### config.mk
export PLATFORM = sky130hd
export DESIGN_NAME = base64_stream_encoder_flat
export DESIGN_NICKNAME = d
export VERILOG_FILES = /design/src/design/b64e_pkg.sv /design/src/design/b64e_in_if.sv /design/src/design/b64e_out_if.sv /design/src/design/b64e_front.sv /design/src/design/b64e_queue.sv /design/src/design/b64e_back.sv /design/src/design/base64_stream_encoder.sv /design/src/flat_wrapper.sv
export VERILOG_INCLUDE_DIRS = /design/src /design/src/design
export SDC_FILE = /design/constraint.sdc
export NUM_CORES = 1
export LEC_CHECK = 0
export BUFFER_PORTS_ARGS = -buffer_cell sky130_fd_sc_hd__buf_2
export CORE_MARGIN = 8
export CORE_UTILIZATION = 60
export CTS_CLUSTER_DIAMETER = 50
export DETAILED_ROUTE_END_ITERATION = 10
export GPL_ROUTABILITY_DRIVEN = 0
export PLACE_DENSITY = 0.85
export SYNTH_ARGS = -nofsm -noshare
export SYNTH_HDL_FRONTEND = slang
export SYNTH_SLANG_ARGS = --single-unit
### constraint.sdc
create_clock -name clk -period 6.9 [get_ports clk]
set_clock_uncertainty 0.2 [all_clocks]
set_input_delay 0.69 -clock clk [delete_from_list [all_inputs] [get_ports clk]]
set_output_delay 0.69 -clock clk [all_outputs]
set_load 0.05 [all_outputs]
### src/design/base64_stream_encoder_defines.svh
// Assertion helpers for the base64 stream encoder.
`ifndef BASE64_STREAM_ENCODER_DEFINES_SVH
`define BASE64_STREAM_ENCODER_DEFINES_SVH

// Condition holds at every edge out of reset.
`define B64E_ASSERT_ALWAYS(lbl, cond) \
	lbl: assert property (@(posedge clk) disable iff (!arst_n) (cond)) \
		else $error("b64e assertion failed");

// Consequent holds in the same cycle as the antecedent.
`define B64E_ASSERT_SAME(lbl, ante, cons) \
	lbl: assert property (@(posedge clk) disable iff (!arst_n) (ante) |-> (cons)) \
		else $error("b64e assertion failed");

// Consequent holds in the cycle after the antecedent.
`define B64E_ASSERT_NEXT(lbl, ante, cons) \
	lbl: assert property (@(posedge clk) disable iff (!arst_n) (ante) |=> (cons)) \
		else $error("b64e assertion failed");

`endif

### src/design/b64e_pkg.sv
`default_nettype none
package b64e_pkg;

	localparam int unsigned QDEPTH = 2;
	localparam int unsigned QPTR_W = 1;
	localparam int unsigned QCNT_W = 2;
	localparam int unsigned MAX_CHARS = 4;

	localparam logic [6:0] PAD_CHAR = 7'h3D;

	localparam logic [2:0] RC_0 = 3'd0;
	localparam logic [2:0] RC_2 = 3'd2;
	localparam logic [2:0] RC_4 = 3'd4;

	typedef struct packed {
		logic [MAX_CHARS-1:0][6:0] chars;
		logic [2:0]                n;
		logic                      last;
	} job_t;

	function automatic logic [6:0] b64_char(input logic [5:0] v);
		logic [6:0] c;
		if (v < 6'd26) begin
			c = 7'h41 + {1'b0, v};
		end else if (v < 6'd52) begin
			c = 7'h61 + {1'b0, v} - 7'd26;
		end else if (v < 6'd62) begin
			c = 7'h30 + {1'b0, v} - 7'd52;
		end else if (v == 6'd62) begin
			c = 7'h2B;
		end else begin
			c = 7'h2F;
		end
		return c;
	endfunction

endpackage
`default_nettype wire

### src/design/b64e_in_if.sv
`default_nettype none
interface b64e_in_if;
	logic       valid;
	logic       ready;
	logic [7:0] data_byte;
	logic       byte_valid;
	logic       end_of_message;

	modport source(output valid, data_byte, byte_valid, end_of_message, input ready);
	modport sink(input valid, data_byte, byte_valid, end_of_message, output ready);
endinterface
`default_nettype wire

### src/design/b64e_out_if.sv
`default_nettype none
interface b64e_out_if;
	logic       valid;
	logic       ready;
	logic [6:0] out_char;
	logic       is_last;

	modport source(output valid, out_char, is_last, input ready);
	modport sink(input valid, out_char, is_last, output ready);
endinterface
`default_nettype wire

### src/design/b64e_front.sv
`default_nettype none
module b64e_front import b64e_pkg::*; (
	input  wire logic clk,
	input  wire logic arst_n,
	b64e_in_if.sink   msg,
	output job_t      push_job,
	output logic      push_valid,
	input  wire logic push_ready
);

	logic [3:0] res_bits_q;
	logic [2:0] res_cnt_q;
	logic [3:0] bits_nx;
	logic [2:0] cnt_nx;
	logic [1:0] nb;
	logic [2:0] n;
	logic [MAX_CHARS-1:0][6:0] c;

	always_comb begin
		c       = '0;
		nb      = 2'd0;
		n       = 3'd0;
		bits_nx = res_bits_q;
		cnt_nx  = res_cnt_q;
		if (msg.byte_valid) begin
			case (res_cnt_q)
				RC_2: begin
					c[0]    = b64_char({res_bits_q[1:0], msg.data_byte[7:4]});
					nb      = 2'd1;
					bits_nx = msg.data_byte[3:0];
					cnt_nx  = RC_4;
				end
				RC_4: begin
					c[0]    = b64_char({res_bits_q, msg.data_byte[7:6]});
					c[1]    = b64_char(msg.data_byte[5:0]);
					nb      = 2'd2;
					bits_nx = 4'd0;
					cnt_nx  = RC_0;
				end
				default: begin
					c[0]    = b64_char(msg.data_byte[7:2]);
					nb      = 2'd1;
					bits_nx = {2'b00, msg.data_byte[1:0]};
					cnt_nx  = RC_2;
				end
			endcase
		end
		n = {1'b0, nb};
		if (msg.end_of_message) begin
			case (cnt_nx)
				RC_2: begin
					c[nb]         = b64_char({bits_nx[1:0], 4'b0000});
					c[nb + 2'd1]  = PAD_CHAR;
					c[nb + 2'd2]  = PAD_CHAR;
					n             = {1'b0, nb} + 3'd3;
				end
				RC_4: begin
					c[nb]         = b64_char({bits_nx, 2'b00});
					c[nb + 2'd1]  = PAD_CHAR;
					n             = {1'b0, nb} + 3'd2;
				end
				default: begin
					n = {1'b0, nb};
				end
			endcase
		end
	end

	assign push_job.chars = c;
	assign push_job.n     = n;
	assign push_job.last  = msg.end_of_message;
	assign push_valid     = msg.valid && (n != 3'd0);
	assign msg.ready      = push_ready;

	always_ff @(posedge clk or negedge arst_n) begin
		if (!arst_n) begin
			res_bits_q <= 4'd0;
			res_cnt_q  <= RC_0;
		end else if (msg.valid && msg.ready) begin
			if (msg.end_of_message) begin
				res_bits_q <= 4'd0;
				res_cnt_q  <= RC_0;
			end else begin
				res_bits_q <= bits_nx;
				res_cnt_q  <= cnt_nx;
			end
		end
	end

endmodule
`default_nettype wire

### src/design/b64e_queue.sv
`default_nettype none
module b64e_queue import b64e_pkg::*; (
	input  wire logic clk,
	input  wire logic arst_n,
	input  job_t      push_job,
	input  wire logic push_valid,
	output logic      push_ready,
	output job_t      pop_job,
	output logic      pop_valid,
	input  wire logic pop_ready
);

	job_t              mem_q [QDEPTH];
	logic [QPTR_W-1:0] wr_q;
	logic [QPTR_W-1:0] rd_q;
	logic [QCNT_W-1:0] cnt_q;
	logic              do_push;
	logic              do_pop;

	assign push_ready = (cnt_q != QCNT_W'(QDEPTH));
	assign pop_valid  = (cnt_q != '0);
	assign pop_job    = mem_q[rd_q];
	assign do_push    = push_valid && push_ready;
	assign do_pop     = pop_valid && pop_ready;

	always_ff @(posedge clk) begin
		if (do_push) begin
			mem_q[wr_q] <= push_job;
		end
	end

	always_ff @(posedge clk or negedge arst_n) begin
		if (!arst_n) begin
			wr_q  <= '0;
			rd_q  <= '0;
			cnt_q <= '0;
		end else begin
			if (do_push) begin
				wr_q <= wr_q + 1'b1;
			end
			if (do_pop) begin
				rd_q <= rd_q + 1'b1;
			end
			case ({do_push, do_pop})
				2'b10:   cnt_q <= cnt_q + 1'b1;
				2'b01:   cnt_q <= cnt_q - 1'b1;
				default: cnt_q <= cnt_q;
			endcase
		end
	end

endmodule
`default_nettype wire

### src/design/b64e_back.sv
`default_nettype none
module b64e_back import b64e_pkg::*; (
	input  wire logic clk,
	input  wire logic arst_n,
	input  job_t      head_job,
	input  wire logic head_valid,
	output logic      head_pop,
	b64e_out_if.source enc
);

	logic [1:0] idx_q;
	logic       out_valid_q;
	logic [6:0] out_char_q;
	logic       is_last_q;
	logic       adv;
	logic       final_char;

	assign adv        = !out_valid_q || enc.ready;
	assign final_char = (({1'b0, idx_q} + 3'd1) == head_job.n);
	assign head_pop   = adv && head_valid && final_char;

	assign enc.valid    = out_valid_q;
	assign enc.out_char = out_char_q;
	assign enc.is_last  = is_last_q;

	always_ff @(posedge clk) begin
		if (adv && head_valid) begin
			out_char_q <= head_job.chars[idx_q];
			is_last_q  <= head_job.last && final_char;
		end
	end

	always_ff @(posedge clk or negedge arst_n) begin
		if (!arst_n) begin
			idx_q       <= 2'd0;
			out_valid_q <= 1'b0;
		end else if (adv) begin
			out_valid_q <= head_valid;
			if (head_valid) begin
				idx_q <= final_char ? 2'd0 : idx_q + 2'd1;
			end
		end
	end

endmodule
`default_nettype wire

### src/design/base64_stream_encoder.sv
// Base64 stream encoder, at most one byte in per item, one character out per item.
// The characters of an item are registered in the queue and then in the output register.
// Throughput: one character per cycle at the output register while enc.ready is high;
// a byte yields 1-2 characters and a closing item up to 4 on the single-character port.
// Reset: asynchronous, clears residue, queue and output valid; payload regs not reset.
`default_nettype none
`include "base64_stream_encoder_defines.svh"
module base64_stream_encoder import b64e_pkg::*; (
	input  wire logic  clk,
	input  wire logic  arst_n,
	b64e_in_if.sink    msg,
	b64e_out_if.source enc
);

	job_t push_job;
	logic push_valid;
	logic push_ready;
	job_t head_job;
	logic head_valid;
	logic head_pop;

	b64e_front u_front (
		.clk        (clk),
		.arst_n     (arst_n),
		.msg        (msg),
		.push_job   (push_job),
		.push_valid (push_valid),
		.push_ready (push_ready)
	);

	b64e_queue u_queue (
		.clk        (clk),
		.arst_n     (arst_n),
		.push_job   (push_job),
		.push_valid (push_valid),
		.push_ready (push_ready),
		.pop_job    (head_job),
		.pop_valid  (head_valid),
		.pop_ready  (head_pop)
	);

	b64e_back u_back (
		.clk        (clk),
		.arst_n     (arst_n),
		.head_job   (head_job),
		.head_valid (head_valid),
		.head_pop   (head_pop),
		.enc        (enc)
	);

	`B64E_ASSERT_SAME(a_job_size, push_valid, (push_job.n != 3'd0) && (push_job.n <= 3'd4))
	`B64E_ASSERT_SAME(a_no_accept_full, !push_ready, !msg.ready)
	`B64E_ASSERT_NEXT(a_last_shown, head_pop && head_job.last, enc.valid && enc.is_last)

endmodule
`default_nettype wire
### src/flat_wrapper.sv
// flat-port wrapper written by rule: the top's interface ports become plain ports
module base64_stream_encoder_flat import b64e_pkg::*;
  (clk, arst_n, msg_valid, msg_data_byte, msg_byte_valid, msg_end_of_message, msg_ready, enc_valid, enc_out_char, enc_is_last, enc_ready);
  b64e_in_if msg_i ();
  b64e_out_if enc_i ();
  input  wire logic clk;
  input  wire logic arst_n;
  input wire logic [$bits(msg_i.valid)-1:0] msg_valid;
  input wire logic [$bits(msg_i.data_byte)-1:0] msg_data_byte;
  input wire logic [$bits(msg_i.byte_valid)-1:0] msg_byte_valid;
  input wire logic [$bits(msg_i.end_of_message)-1:0] msg_end_of_message;
  output wire logic [$bits(msg_i.ready)-1:0] msg_ready;
  output wire logic [$bits(enc_i.valid)-1:0] enc_valid;
  output wire logic [$bits(enc_i.out_char)-1:0] enc_out_char;
  output wire logic [$bits(enc_i.is_last)-1:0] enc_is_last;
  input wire logic [$bits(enc_i.ready)-1:0] enc_ready;
  assign msg_i.valid = msg_valid;
  assign msg_i.data_byte = msg_data_byte;
  assign msg_i.byte_valid = msg_byte_valid;
  assign msg_i.end_of_message = msg_end_of_message;
  assign msg_ready = msg_i.ready;
  assign enc_valid = enc_i.valid;
  assign enc_out_char = enc_i.out_char;
  assign enc_is_last = enc_i.is_last;
  assign enc_i.ready = enc_ready;
  base64_stream_encoder u_core (.clk(clk), .arst_n(arst_n), .msg(msg_i), .enc(enc_i));
endmodule
==> metrics.csv <==
metric,value,unit
status,"finished, final reports clean",
synthesized cell area,5480,µm²
Critical Path Sink Type,flip-flop,
share of cells above drive strength 1,0.114,
f_max,282,MHz
"Clk pin slew, worst setup/hold paths",0.08,ns
number of antenna diodes,0,
final core occ,0.640,
fin crit share,0.515,
CTS Sinks,78,
fin nets,596,
area of the multi-input gates,2940,µm²
worst skew pair latency,0.34,ns
Internal,0.00126,W
antenna-violating nets left,0,
top cell type's share of synthesized area,0.351,
dpl ws,3.23,ns
post-CTS sizing,0,
"Seq/Total Area, Yosys",0.415,
"area leader, netlist",edfxtp_1,
Die Y,112,µm
Crit path arrival time,3.41,ns
DP HPWL,9740,µm
Sequential cell area,2270,µm²
wire per inst,20.1,µm
Syn. warnings,0,
DRT Pass-1 Iters,7,
area grow syn2layout,5.91,%
Crit Path Max Fanout,17,
Initial Util,0.604,
# Post-CTS Setup Buffers,0,
Startpoint Class,flip-flop,
die area,12400,µm²
power per cell area,366,nW/µm²
Max Buffers Root-to-Sink,2,
Worst Hold Class,in -> async,
Max Cap Viol,0,
H-Tree Depth,3,
DRC viols,0,
required time of the critical path,6.76,ns
Post-Syn Area per Cell,9.80,µm²
Yosys cell types,76,
largest net degree at the start of global routing,29,
Total GRT Usage,0.215,
CTS Root Cell,clkbuf_8,
Leak,2.15,nW
final hold vios,0,
vias in the first global route,4362,
top post-synthesis cells by count,"edfxtp_1 (64), nor2_1 (44), a21oi_1 (38), nand2_1 (37), o21ai_0 (30)",
Logic pwr share,0.436,
"count leader, synth",edfxtp_1,
slew margin rel.,0.233,
port buffer count,23,
chip width,112,µm
Worst Max-Slew Pin Slew,1.15,ns
"Slew Viols, Final",0,
switching portion of total power,0.407,
Max VDD drop,0.166,mV
Seq pwr share,0.391,
CTS tree,done,
Main synth FF type,edfxtp_1,
post-route setup TNS,0,ns
vias,4666,
IO Pins,24,
Final WS setup,3.35,ns
Hold Buf Count CTS,0,
ys async rst share,0.179,
Fillers,705,
final total power,0.00213,W
antenna violations before repair,0,
number of synthesized register bits,78,
hold_ws,0.0359,ns
Core ar.,9060,µm²
fin crit period,3.55,ns
"EDFF count, synth",64,
Initial DRC Count,577,
standard-cell row count,35,
remaining global-route overflow,0,
"top cells by area, synth","edfxtp_1 (35%), dfrtp_1 (6.4%), ha_1 (5.5%)",
final WL,13600,µm
Mapped Cells,559,
first-pass GRT wire length,21900,µm
Clk network pwr share,0.173,
Sw Pwr,0.000866,W
Num CTS Buffers,9,
critical path class,reg -> reg,
vias per cell,6.92,
Setup Viol. Count Final,0,
RSZ-0062 raised after global routing,no,
## logic make-up (layout without fill, tap and decap cells)
| logic type | count (synthesis) | count (layout) | share of synthesized area |
|---|---|---|---|
| AND/OR/NAND/NOR | 166 | 166 | 0.151 |
| other | 1 | 4 | 0.000684 |
| flip-flops | 78 | 78 | 0.415 |
| AO/OA/AOI/OAI | 176 | 176 | 0.223 |
| adder cells (fa/ha/maj) | 24 | 24 | 0.0548 |
| XOR/XNOR | 23 | 23 | 0.0368 |
| multiplexers | 24 | 24 | 0.0674 |
| buffers and inverters | 67 | 68 | 0.0514 |
## power groups by stage
| stage | Combinational, W | Clock [W] | Sequential [W] |
|---|---|---|---|
| floorplan | 0.000684 | 0 | 0.000852 |
| global placement | 0.000879 | 0 | 0.000832 |
| detailed placement | 0.000907 | 0 | 0.000842 |
| CTS | 0.000913 | 0.000375 | 0.000832 |
| global route | 0.000997 | 0.000391 | 0.000848 |
| finish | 0.000927 | 0.000368 | 0.000830 |
## routing by layer
| layer | share of wire | track usage | routed length (µm) |
|---|---|---|---|
| met5 | 0 | 0 | 0 |
| met4 | 0.032 | 0.108 | 431 |
| met3 | 0.095 | 0.0455 | 1300 |
| met2 | 0.48 | 0.343 | 6470 |
| met1 | 0.40 | 0.271 | 5380 |
## cell type report
class                           count  share of cell area
Clock buffer                        9              0.0213
Clock inverter                      7              0.0164
Inverter                           27              0.0175
Multi-Input combinational cell    417               0.507
Sequential cell                    78               0.392
Tap cell                          111              0.0239
Timing Repair Buffer               25              0.0224
## worst max-delay path, stage by stage, from the launching register on
cell and delay [ns]:
dfrtp_1 0.63, or3b_1 0.41, nand2_1 0.26, ha_1 0.54, nand2_1 0.20, o21ai_0 0.35, a211oi_1 0.09, or4_1 0.59
## metrics by stage
stage | cell area (µm²) | cells
after floorplan | 5490 | 562
after global placement | 5580 | 658
after detailed placement | 5580 | 658
after CTS | 5800 | 674
after global routing | 5800 | 674
final | 5800 | 674
## state kept, by name, summed over array words and instances (netlist names)
register and flops:
u_core.u_back.enc.is_last 1, u_core.u_back.idx_q 2, u_core.u_queue.cnt_q 2, u_core.u_queue.wr_q 1, u_core.u_queue.rd_q 1, u_core.u_queue.mem_q 56, u_core.u_back.enc.out_char 7, u_core.u_front.res_bits_q 4
u_core.u_back.enc.valid 1, u_core.u_front.res_cnt_q 3
## cell usage in the layout, fill, tap and decap left out, drive strengths merged, types with 5 or more instances in the layout
cell type,count
ha,24
a21oi,39
a32oi,5
edfxtp,64
xnor2,19
dfrtp,14
nand3,17
nor2,44
o21ai,33
nand2,37
nor2b,9
mux4,10
and2,6
o22a,5
o211ai,11
o31ai,7
a21o,6
a211oi,10
nand2b,11
mux2i,11
clkbuf,9
a22o,5
a31oi,10
inv,27
buf,25
nor3,18
## worst paths after layout
check | start | to | slack (ns) | cells past startpoint
max | u_core.u_front.res_cnt_q[2] | u_core.u_queue.mem_q[1][8] | 3.35 | 7
min | arst_n | u_core.u_queue.cnt_q[1] | 0.04 | 1
max reg2reg | u_core.u_front.res_cnt_q[2] | u_core.u_queue.mem_q[1][8] | 3.35 | 7
min reg2reg | u_core.u_back.enc.valid | u_core.u_back.enc.valid | 0.30 | 2
max in group asynchronous | arst_n | u_core.u_queue.cnt_q[0] | 6.21 | 1
min in group clk | u_core.u_back.enc.valid | u_core.u_back.enc.valid | 0.30 | 2
No activity file was read; power rests on OpenSTA's default activity.
